### config.mk
export PLATFORM = sky130hd
export DESIGN_NAME = mrpm_ram
export DESIGN_NICKNAME = d
export VERILOG_FILES = /design/src/rtl/mrpm_ram.sv
export SDC_FILE = /design/constraint.sdc
export NUM_CORES = 2
export LEC_CHECK = 0
export CORE_MARGIN = 5
export CORE_UTILIZATION = 55
export CTS_BUF_LIST = sky130_fd_sc_hd__clkbuf_4
export CTS_CLUSTER_DIAMETER = 150
export DETAILED_ROUTE_END_ITERATION = 8
export DONT_BUFFER_PORTS = 1
export PLACE_DENSITY = 0.74
export SLEW_MARGIN = 40
export SYNTH_ARGS = -nofsm -noshare
export SYNTH_HDL_FRONTEND = slang
export SYNTH_MEMORY_MAX_BITS = 65536
export SYNTH_SLANG_ARGS = --single-unit
### constraint.sdc
create_clock -name clk_i -period 19.28 [get_ports clk_i]
set_input_delay 1.928 -clock clk_i [delete_from_list [all_inputs] [get_ports clk_i]]
set_output_delay 1.928 -clock clk_i [all_outputs]
set_load 0.01 [all_outputs]
### src/rtl/mrpm_ram.sv
// ----------------------------------------------------------------------------
// mrpm_ram
// generic single write, single read ram with registered read data
// ----------------------------------------------------------------------------
module mrpm_ram #(
  parameter int unsigned WIDTH = 68,
  parameter int unsigned DEPTH = 64
) (
  input  logic                     clk_i,
  input  logic                     we_i,
  input  logic [$clog2(DEPTH)-1:0] waddr_i,
  input  logic [WIDTH-1:0]         wdata_i,
  input  logic [$clog2(DEPTH)-1:0] raddr_i,
  output logic [WIDTH-1:0]         rdata_o
);

  logic [WIDTH-1:0] mem [DEPTH];

  always_ff @(posedge clk_i) begin
    if (we_i) begin
      mem[waddr_i] <= wdata_i;
    end
    rdata_o <= mem[raddr_i];
  end

endmodule

# Yosys cells after proc, flatten, opt, wreduce, memory -nomap -nowiden
# Memory sizes are Yosys's and may differ from the RTL's. A register that Yosys moved wholly into a read port is not among the register bits.
# Index checks and enable logic that the tools add are counted.
totals:
  memories: 1
  ff_bits: 0
  output_inout_bits: 68
  ram_bits: 4352
  wordCells: 3
  inputBits: 82
op_classes:
  muxes: 2
memory_table:
  columns: ["memory", "words", "width", "rd", "rd_ports_with_merged_regs", "write_ports", "line", "source"]
  rows:
  - ["mem", 64, 68, 1, 1, 1, "17", "logic [WIDTH-1:0] mem [DEPTH];"]
op_table:
  columns: ["operator", "n"]
  rows:
  - ["$mux W1", 2]

# Logic depth before layout (Yosys ltp)
depth:
  word_depth: 2
  ltp_mapped: 10
  ltp_nobuf: 5

# Worst setup path before layout
# Ideal clock, no wire load.
synth_timing:
  path_type: "input-to-reg"
  startpoint: "in waddr_i[3]"
  endpoint: "mem mem[48][0] (enable)"
  setup_slack_ns: 11.661
  t_arrival_ns: 7.042
  setup_time_ns: 0.577
  stages: 4
  cell_sequence: "clkbuf_1 -> nor2b_1 -> nand4b_1 -> nor3_1"
synth_lines:
  columns: ["element", "line", "source"]
  rows:
  - ["start, declared", "11", "input logic [$clog2(DEPTH)-1:0] waddr_i,"]
  - ["end, declared", "17", null]
# No word-level cell before the write port.

==> results.yml <==
place:
  detailed_place_hpwl_um: 228000
  numPlacedInstances: 10826
  globalplace.congestion: 0.792
  io_buffer_count: 0
  placed_cell_area_um2: 171000
  dp_slack_ps: 12090
floorplan:
  die_width_um: 559
  core_area_um2: 300000
  boundaryPins: 150
  rows: 201
  starting_utilization_of_the_core_area_pct: 55.2
  fp.dieH_um: 559
  floorplan.die_area_um2: 312000
power:
  power.share.switching_pct: 21.7
  worst_ir_drop_vdd_v: 0.0000536
  switching_pwr_mw: 4.11
  power.internal_mw: 14.9
  power_frac_seq_pct: 56.3
  pwr-share-comb_pct: 3.6
  p_total_mw: 19.0
  p_per_area_nw_per_um2: 103
  clock_power_share_pct: 40.1
  power.leakage_nw: 58.2
synth:
  most_area_consuming_cells_after_synthesis: "sky130_fd_sc_hd__edfxtp_1 79%, sky130_fd_sc_hd__mux4_2 14%, sky130_fd_sc_hd__o22ai_1 1.4%"
  synthDominantAreaCellType: "sky130_fd_sc_hd__edfxtp_1"
  async_flop_share_pct: 0
  mappedNetlistArea_um2: 166000
  synth_cells: 7077
  yosysSeqAreaShare_pct: 79.8
  netlist_top_cells_count: "4352 x sky130_fd_sc_hd__edfxtp_1, 1031 x sky130_fd_sc_hd__mux4_2, 370 x sky130_fd_sc_hd__o22ai_1"
  cell_with_the_most_instances_after_synthesis: "sky130_fd_sc_hd__edfxtp_1"
  yosys_warnings: 0
  synth_largest_type_area_fraction_pct: 79.0
  postSynthAreaPerCell_um2: 23.4
  synth.ff_latch_count: 4420
  syn-num-nets: 7159
  postSynth.topFlopCell: "sky130_fd_sc_hd__edfxtp_1"
  synth-edff-count: 4352
  synth_cell_types: 35
route:
  drt_first_pass_iters: 6
  routed-via-count: 85086
  detail_route.iter0.violations: 14502
  route.final.wire_length_um: 447000
  drt_drc_violations_left: 0
  final_antenna_net_count: 0
  route.detailed.vias_per_inst: 6.69
  wl_per_cell_um: 35.1
cts:
  clock_tree.htree_level_count: 7
  cts_repair_resize_count: 0
  cts.clk_slew.worst_paths_ps: 80
  root_buffer: "sky130_fd_sc_hd__clkbuf_4"
  worst_skew_late_latency_ps: 1460
  cts_setup_buffers: 0
  tritoncts_clock_tree: "done"
  clock_path_buffers: 4
  cts_hold_buf: 0
  cts.sink_count: 4420
  cts_inserted_buffers: 1078
critical_path:
  cp_data_required_time_ps: 20610
  critical_path_arrival_ps: 6860
  crit_fanout: 72
  critPathLaunchType: "primary input"
  timing_worst_setup_path_type: "in -> reg"
  critPathCaptureType: "register"
global_routing:
  maximum_number_of_pins_on_one_net_before_global_route_repair: 448
  met3_global_route_usage_pct: 8.29
  most_used_routing_layer_in_global_routing: "met2"
  use_met1_pct: 39.5
  grt_antenna_before_repair: 19
  first_global_vias: 86616
  gr-usage-met2_pct: 43.5
  grt_first_pass_wirelength_um: 628000
  grt_usage_pct: 28.7
  overflow: 0
timing:
  skew_ps: 79.0
  setup_viol_count_final: 0
  final_min_period_over_clock_period_pct: 28.7
  tightest_pin_transition_ps: 1800
  fmax_mhz: 181
  final_slew_viol_count: 127
  grt_setup_unrepaired: "false"
  hold_slack_ps: 560
  post-route-min-period_ps: 5530
  setup_tns_ps: 0
  final_critical_path_setup_slack_ps: 13750
  hold_viol: 0
  timing.slew.headroom_pct: -20.2
final_layout:
  num-nets-final: 8035
  finalCoreUtilization_pct: 61.8
  layoutNonFillerInstCount: 12726
  area_delta_synth_final_pct: 11.9
  layout-drive-gt1-share_pct: 34.2
  non_filler_cell_area_final_um2: 185000
min_path:
  hold_path_class: "in -> reg"
outcome:
  status: "finished with violations"
  failed_checks: "slew limit"
job:
  drv_cap: 0
==> area by class of cell <==
type	instances	area, µm²
antenna	73	183
clock inverter	311	2130
sequential	4420	132000
clock buffer	1511	11300
tap	3958	4950
inverter	1	5.00
timing repair buffer	209	2620
fill	19782	115000
multi-input combinational	2243	31900
==> cell families after synthesis <==
group / synth area share, %
flip-flops: 79.8
AND/OR/NAND/NOR: 1.29
AO/OA/AOI/OAI: 2.78
buffers and inverters: 1.33
multiplexers: 14.8
==> layer usage <==
layer	routed length (µm)	up-vias
li1	-	33088
met5	47	-
met1	151000	43594
met4	19300	6
met2	208000	7258
met3	68400	1140
==> cell usage in the layout (no fill, tap or decap), types with 20 or more instances in the layout <==
master,n
sky130_fd_sc_hd__o22a_1,56
sky130_fd_sc_hd__buf_4,101
sky130_fd_sc_hd__clkinv_4,27
sky130_fd_sc_hd__nor2_4,62
sky130_fd_sc_hd__nor4_1,53
sky130_fd_sc_hd__nand2_1,20
sky130_fd_sc_hd__mux2i_1,130
sky130_fd_sc_hd__clkinvlp_4,25
sky130_fd_sc_hd__clkbuf_4,1511
sky130_fd_sc_hd__edfxtp_1,4352
sky130_fd_sc_hd__o221ai_1,23
sky130_fd_sc_hd__bufinv_16,22
sky130_fd_sc_hd__inv_6,24
sky130_fd_sc_hd__nor2b_1,80
sky130_fd_sc_hd__a22oi_1,60
sky130_fd_sc_hd__dfxtp_1,68
sky130_fd_sc_hd__a211oi_1,108
sky130_fd_sc_hd__o22ai_1,370
sky130_fd_sc_hd__buf_6,62
sky130_fd_sc_hd__nor2_1,22
sky130_fd_sc_hd__mux4_2,1031
sky130_fd_sc_hd__buf_16,34
sky130_fd_sc_hd__nor3_1,101
sky130_fd_sc_hd__diode_2,73
sky130_fd_sc_hd__nand3_1,29
sky130_fd_sc_hd__clkinv_1,181
==> critical path: stages <==
cell and delay, ps:
sky130_fd_sc_hd__buf_16 380, sky130_fd_sc_hd__buf_16 390, sky130_fd_sc_hd__buf_16 460, sky130_fd_sc_hd__buf_16 280, sky130_fd_sc_hd__buf_16 440, sky130_fd_sc_hd__buf_16 400
sky130_fd_sc_hd__buf_16 470, sky130_fd_sc_hd__buf_16 450, sky130_fd_sc_hd__mux4_2 570, sky130_fd_sc_hd__mux2i_1 250, sky130_fd_sc_hd__o21ai_0 140, sky130_fd_sc_hd__o211a_1 250
==> power by group through the flow <==
stage          sequential (mW)  clock, mW  combinational, mW
2_1_floorplan             10.9          0              0.493
3_3_place_gp              10.9          0              0.620
3_5_place_dp              10.9          0              0.675
4_1_cts                   10.7       7.70              0.678
5_1_grt                   10.7       8.27              0.714
6_report                  10.7       7.61              0.687
==> state kept, by name, summed over array words and instances (netlist names) <==
register  flops
mem        4352
rdata_o      68
==> worst paths after layout <==
kind                              from                     to  slack (ps)  cells after the start
hold reg to reg   mem[2][32]$_DFFE_PP_    rdata_o[32]$_DFF_P_         780                      5
setup / recovery            raddr_i[0]    rdata_o[23]$_DFF_P_       13750                     12
hold / removal             wdata_i[24]  mem[38][24]$_DFFE_PP_         560                      0
setup reg to reg  mem[1][20]$_DFFE_PP_    rdata_o[20]$_DFF_P_       17060                      4
Power figures use the tool's default switching activity.
