$ cat config.mk
export PLATFORM = sky130hd
export DESIGN_NAME = mrpm_div
export DESIGN_NICKNAME = d
export VERILOG_FILES = /design/src/rtl/mrpm_pkg.sv /design/src/rtl/mrpm_div.sv
export SDC_FILE = /design/constraint.sdc
export NUM_CORES = 1
export LEC_CHECK = 0
export ABC_CLOCK_PERIOD_IN_PS = 4000
export CAP_MARGIN = 25
export CELL_PAD_IN_SITES_DETAIL_PLACEMENT = 1
export CELL_PAD_IN_SITES_GLOBAL_PLACEMENT = 1
export CORE_AREA = 3 3 110 122
export DETAILED_ROUTE_END_ITERATION = 10
export DIE_AREA = 0 0 113 125
export DONT_BUFFER_PORTS = 1
export HOLD_SLACK_MARGIN = 0.02
export PLACE_DENSITY = 0.79
export SYNTH_ARGS = -nofsm -noshare
export SYNTH_HDL_FRONTEND = slang
export SYNTH_SLANG_ARGS = --single-unit
export TNS_END_PERCENT = 5
$ cat constraint.sdc
create_clock -name clk_i -period 4 [get_ports clk_i]
set_input_delay 0 -clock clk_i [delete_from_list [all_inputs] [get_ports clk_i]]
set_output_delay 0 -clock clk_i [all_outputs]
set_load 0.03 [all_outputs]
$ cat src/rtl/mrpm_pkg.sv
// ----------------------------------------------------------------------------
// mrpm_pkg
// shared types and constants for the memory region permission map
// ----------------------------------------------------------------------------
package mrpm_pkg;

  localparam int unsigned AddrW  = 32;
  localparam int unsigned LimitW = 33;
  localparam int unsigned PermInW = 3;
  localparam int unsigned PagesW = 33;

  localparam int unsigned InDataW  = 104;
  localparam int unsigned OutDataW = 40;

  typedef enum logic [2:0] {
    FN_MAP_OR     = 3'd0,
    FN_UNMAP      = 3'd1,
    FN_PROTECT    = 3'd2,
    FN_ACCESSIBLE = 3'd3,
    FN_OVERLAPS   = 3'd4,
    FN_PAGE_SUM   = 3'd5
  } func_e;

  // divider handshake
  typedef struct packed {
    logic              start;
    logic [LimitW-1:0] dividend;
    logic [AddrW-1:0]  divisor;
  } div_req_t;

  typedef struct packed {
    logic              done;
    logic [PagesW-1:0] quotient;
  } div_rsp_t;

endpackage

$ cat src/rtl/mrpm_div.sv
// ----------------------------------------------------------------------------
// mrpm_div
// restoring divider, one quotient bit per cycle
// ----------------------------------------------------------------------------
module mrpm_div (
  input  logic                      clk_i,
  input  logic                      rst_ni,
  input  mrpm_pkg::div_req_t        req_i,
  output mrpm_pkg::div_rsp_t        rsp_o
);
  import mrpm_pkg::*;

  logic [LimitW-1:0] num_q, num_d;
  logic [AddrW-1:0]  rem_q, rem_d;
  logic [AddrW-1:0]  dsr_q, dsr_d;
  logic [5:0]        cnt_q, cnt_d;
  logic              busy_q, busy_d;
  logic              done_q, done_d;
  logic [AddrW:0]    trial;

  always_comb begin
    num_d  = num_q;
    rem_d  = rem_q;
    dsr_d  = dsr_q;
    cnt_d  = cnt_q;
    busy_d = busy_q;
    done_d = 1'b0;
    trial  = {rem_q, num_q[LimitW-1]};
    if (req_i.start) begin
      num_d  = req_i.dividend;
      dsr_d  = req_i.divisor;
      rem_d  = '0;
      cnt_d  = 6'(LimitW);
      busy_d = 1'b1;
    end else if (busy_q) begin
      if (trial >= {1'b0, dsr_q}) begin
        rem_d = AddrW'(trial - {1'b0, dsr_q});
        num_d = {num_q[LimitW-2:0], 1'b1};
      end else begin
        rem_d = trial[AddrW-1:0];
        num_d = {num_q[LimitW-2:0], 1'b0};
      end
      cnt_d = cnt_q - 6'd1;
      if (cnt_q == 6'd1) begin
        busy_d = 1'b0;
        done_d = 1'b1;
      end
    end
  end

  always_ff @(posedge clk_i or negedge rst_ni) begin
    if (!rst_ni) begin
      busy_q <= 1'b0;
      done_q <= 1'b0;
      cnt_q  <= '0;
    end else begin
      busy_q <= busy_d;
      done_q <= done_d;
      cnt_q  <= cnt_d;
    end
  end

  always_ff @(posedge clk_i) begin
    num_q <= num_d;
    rem_q <= rem_d;
    dsr_q <= dsr_d;
  end

  assign rsp_o.done     = done_q;
  assign rsp_o.quotient = num_q;

endmodule

## Yosys cells after proc, flatten, opt, wreduce, memory -nomap -nowiden

Index checks and enable logic that the tools add are counted.

- Flip-flop bits (word level): 105
- Input port bits: 68

- Reductions and logical operators: 1
- Magnitude comparators: 1
- Mux-type cells: 12
- Add/sub/neg operators: 2
- Equal/unequal tests: 1

Operators by type and width:

| operator | count |
|---|---|
| 33-bit two-way mux | 2 |
| 33-bit by 32-bit >= comparator with 1-bit output | 1 |
| 32-bit two-way mux | 1 |
| 32-bit subtractor | 1 |
| 6-bit two-way mux | 2 |
| 1-bit two-way mux | 7 |
| 6-bit by 1-bit equality test with 1-bit output (second input constant) | 1 |
| 6-bit by 1-bit subtractor with 6-bit output (second input constant) | 1 |
| 2-bit nonzero test | 1 |

## Depth between registers and ports, before layout

- Depth after elaboration: 4
- Mapped depth: 13
- Gate-level depth less buffers: 11

## Least setup slack after synthesis

No wires, ideal clock.

- Path type: register to register
- From: register dsr_q[28]
- To: register num_q[0] (data pin)
- Data required time: 3.740 ns
- Library setup time: 0.260 ns
- Arrival time: 2.607 ns
- Clock period less this slack: 2.866 ns
- Buffers on the path: 3
- Path slack: 1.134 ns
- Cell stages (with the launch flop): 13
- Path through: edfxtp_1 > inv_1 > ha_1 > buf_2 > a21o_1 > a31o_1 > a21o_1 > a211o_1 > a211o_1 > or2_1 > buf_6 > buf_6 > mux2_2

- Word-level cells in the longest chain between the ends: 4

Ends and longest elaborated chain:

| item | line | source |
|---|---|---|
| start: declaration | mrpm_div.sv:15 | `logic [AddrW-1:0] dsr_q, dsr_d;` |
| start signal: assignment | mrpm_div.sv:66 | `dsr_q <= dsr_d;` |
| 33-bit by 32-bit >= comparator with 1-bit output | mrpm_div.sv:36 | `if (trial >= {1'b0, dsr_q}) begin` |
| 1-bit two-way mux | mrpm_div.sv:36 |  |
| 33-bit two-way mux | mrpm_div.sv:35 | `end else if (busy_q) begin` |
| 33-bit two-way mux | mrpm_div.sv:29 | `if (req_i.start) begin` |
| named net num_d[0] | mrpm_div.sv:13 | `logic [LimitW-1:0] num_q, num_d;` |
| end signal: assignment | mrpm_div.sv:64 | `num_q <= num_d;` |
| end: declaration | mrpm_div.sv:13 |  |

The timed path passes the listed nets, and every way through them passes these cells. The select of a mux whose other input is x is not followed.
A chain may end at the register's enable or synchronous reset.

## Worst setup path in the final report

- From: register num_q[32]
- To: register rem_q[16]

- Word-level cells in the longest chain between the ends: 2

Ends and longest elaborated chain:

| item | line | source |
|---|---|---|
| 32-bit subtractor or 33-bit by 32-bit >= comparator with 1-bit output (tied branches) | mrpm_div.sv:37, mrpm_div.sv:36 |  |
| 32-bit two-way mux * | mrpm_div.sv:36 |  |
| end signal: assignment | mrpm_div.sv:65 | `rem_q <= rem_d;` |
| end: declaration | mrpm_div.sv:14 | `logic [AddrW-1:0] rem_q, rem_d;` |

Mark *: on every way between the ends. The rest lies on a longest branch, timed or not.

==> impl_metrics.csv <==
group,metric,value,unit
global_routing,grt_pass1_wl,28120,um
clock_network,postCtsSetupRepairBufs,0,
die,dieArea,14130,um^2
drt,drtPass1Iterations,5,
die,placementRows,42,
sta,grt_setup_unrepaired,"false",
worst_setup_path,cp_num_buf_inv,1,
synthesis,synth_warnings,0,
synthesis,synth_most_common_cell,"edfxtp_1",
global_routing,grt_pass1_vias,5357,
pwr,power_leakage,0.002979,uW
final_layout,num_antenna_cells,0,
clock_network,cts_buffers,9,
die,fp.dieW,113,um
die,fp.dieH,125,um
synthesis,synth_area_per_cell,10.04,um^2
sta,maxSlewViolCount,0,
synthesis,ys_seq_elements,105,
pwr,powerDensity,605.1,nW/um^2
final_layout,fin_area,7211,um^2
synthesis,synth_top_area_share,32.03,%
placed_design,port_buffers,0,
clock_network,h-tree-depth,3,
clock_network,cts_tree,"yes",
worst_setup_path,arrival,3930,ps
worst_setup_path,cp_slowest_cell,"a2111oi_0",
drt,wl,17280,um
synthesis,syn_area,6093,um^2
worst_setup_path,max_stage_delay,790,ps
final_layout,nets,765,
sta,final.min_clock_period,3662,ps
worst_setup_path,path_cells,"inv_1 > ha_1 > fa_1 > nor2b_1 > o2111ai_1 > a2111oi_0 > nor2_1 > o21ai_0 > xor2_1 > mux2i_1 > a211oi_1",
sta,slew_headroom,43.39,%
global_routing,antenna_found_initial,0,
drt,drc,0,
synthesis,ys_types,57,
drt,drt-initial-drc-count,265,
global_routing,overflow,0,
final_layout,drive_above_1_share,9.145,%
die,core_area,12190,um^2
placed_design,hpwl,10690,um
clock_network,clk_pin_slew,80,ps
drt,vias,4891,
clock_network,clkLatencyLatePin,370,ps
drt,routedWlPerCell,21.05,um
synthesis,netlist_instances,607,
synthesis,synth_ff_type,"edfxtp_1",
synthesis,syn_nets,710,
synthesis,ys_top_cells_by_area,"edfxtp_1 (32%), dfxtp_1 (11%), ha_1 (7.0%)",
pwr,ir_drop,368.5,uV
die,ios,102,
worst_setup_path,worstPathMaxFanout,4,
worst_setup_path,cp_top_family,"compound AO/OA/AOI/OAI gates",
global_routing,grt_max_degree,98,
synthesis,yosys.area.top_type,"edfxtp_1",
sta,tightest_slew,827.7,ps
global_routing,track_usage,24.99,%
synthesis,async_flop_share,7.619,%
die,start_util,49.98,%
synthesis,yosysSeqAreaShare,45.83,%
synthesis,synth-edff-count,65,
run_status,status,"finished, final reports clean",
drt,antenna_left,0,
sta,fmax,273.1,MHz
worst_setup_path,path_class,"flip-flop to flip-flop",
worst_setup_path,cp-end-kind,"flip-flop",
placed_design,routabilityCongestion,0.8899,
sta,setup_tns,0,ps
final_layout,area_delta_synth_final,18.34,%
sta,finalCritPeriodShare,91.54,%
sta,finalSetupViolations,0,
job,maxCapViolations,0,
clock_network,cts_max_path_buffers,2,
sta,finClkSkew,15.02,ps
sta,hold_viol,0,
placed_design,placed_cell_area,6200,um^2
worst_setup_path,start_kind,"flip-flop",
synthesis,synth_common_cells,"edfxtp_1 (65), nand2_1 (64), inv_1 (42), nor2_1 (42)",
clock_network,cts_num_sinks,105,
worst_hold_path,hold_class,"input port to flip-flop",
worst_setup_path,worstPathRequired,4270,ps
drt,routed_via_density,5.957,
clock_network,cts_root_buf,"clkbuf_16",
final timing paths:
kind                                start   endpoint  slack [ps]  cells after the start
worst max-delay path            num_q[32]  rem_q[16]         340                     11
worst min-delay path            req_i[65]   dsr_q[5]         100                      1
worst max register to register  num_q[32]  rem_q[16]         340                     11
worst min register to register   rem_q[7]   rem_q[8]         500                      2
max in group asynchronous          rst_ni   cnt_q[1]        3170                      2
min in group asynchronous          rst_ni     busy_q         560                      2
what timing repair did:
item                                   CTS  global route
endpoints found under the hold margin  136             0
hold buffers                            69             0
resized for setup                        0             0
where the power goes:
| part | switching (uW) | internal, uW |
|---|---|---|
| combinational | 988 | 692 |
| clock | 433 | 491 |
| sequential | 348 | 1410 |
sequential cells by signal, indices dropped and copies added, names as in the netlist:
name / flops
num_q: 33
busy_q: 1
dsr_q: 32
cnt_q: 6
done_q: 1
rem_q: 32
metrics by stage:
| step | setup WS, ps | std cells | power [uW] | hold slack (ps) | util [%] |
|---|---|---|---|---|---|
| floorplan | 1134 | 607 | 2948 | -295.6 | - |
| global placement | 565.6 | 735 | 3242 | -295.4 | 50.63 |
| detailed placement | 482.7 | 736 | 3304 | -295.4 | 50.85 |
| CTS | 461.4 | 821 | 4314 | 89.02 | 59.14 |
| global route | 73.33 | 821 | 4630 | 114.8 | 59.14 |
| finish | 338.4 | 821 | 4363 | 99.38 | 59.14 |
layer usage:
| metal | routed length, um | vias up | track usage (%) |
|---|---|---|---|
| met1 | 7419 | 2388 | 30.86 |
| met5 | 0 | - | 0 |
| met4 | 579 | 0 | 11.10 |
| met3 | 870 | 41 | 5.752 |
| met2 | 8412 | 138 | 41.63 |
| li1 | - | 2324 | - |
worst reg2reg max path: stages, from the launching register on:
cell and delay, ps:
edfxtp_1 550, inv_1 130, ha_1 260, fa_1 430, nor2b_1 190, o2111ai_1 220, a2111oi_0 790, nor2_1 260
o21ai_0 260, xor2_1 170, mux2i_1 90, a211oi_1 210
cell families (layout without fill, tap and decap cells):
group           Yosys count  after routing  share of synthesized area [%]
mux                      41             41                          7.433
fa+ha+maj                35             35                          7.310
compound gates          151            151                          16.76
xor+xnor                 30             30                          4.312
simple gates            171            171                          13.16
flops                   105            105                          45.83
buf+inv                  74            134                          5.195
layout by cell type, fill, tap and decap left out, types with 16 or more instances in the layout:
master         count
edfxtp_1          65
mux2_2            34
nand2_1           64
xnor2_1           16
dfxtp_1           32
inv_1             42
nor2_1            42
dlygate4sd3_1     68
o21ai_0           28
a21oi_1           32
a21o_1            16
ha_1              34
cell type report:
class	instances	area [um^2]
clock buffers	9	225.2
clock inverters	7	77.57
fillers	1277	4981
inverters	42	157.7
multi-input cells	428	2984
flip-flops and latches	105	2793
well taps	154	192.7
repair buffers	76	780.7
No activity file was read; power rests on OpenSTA's default activity.
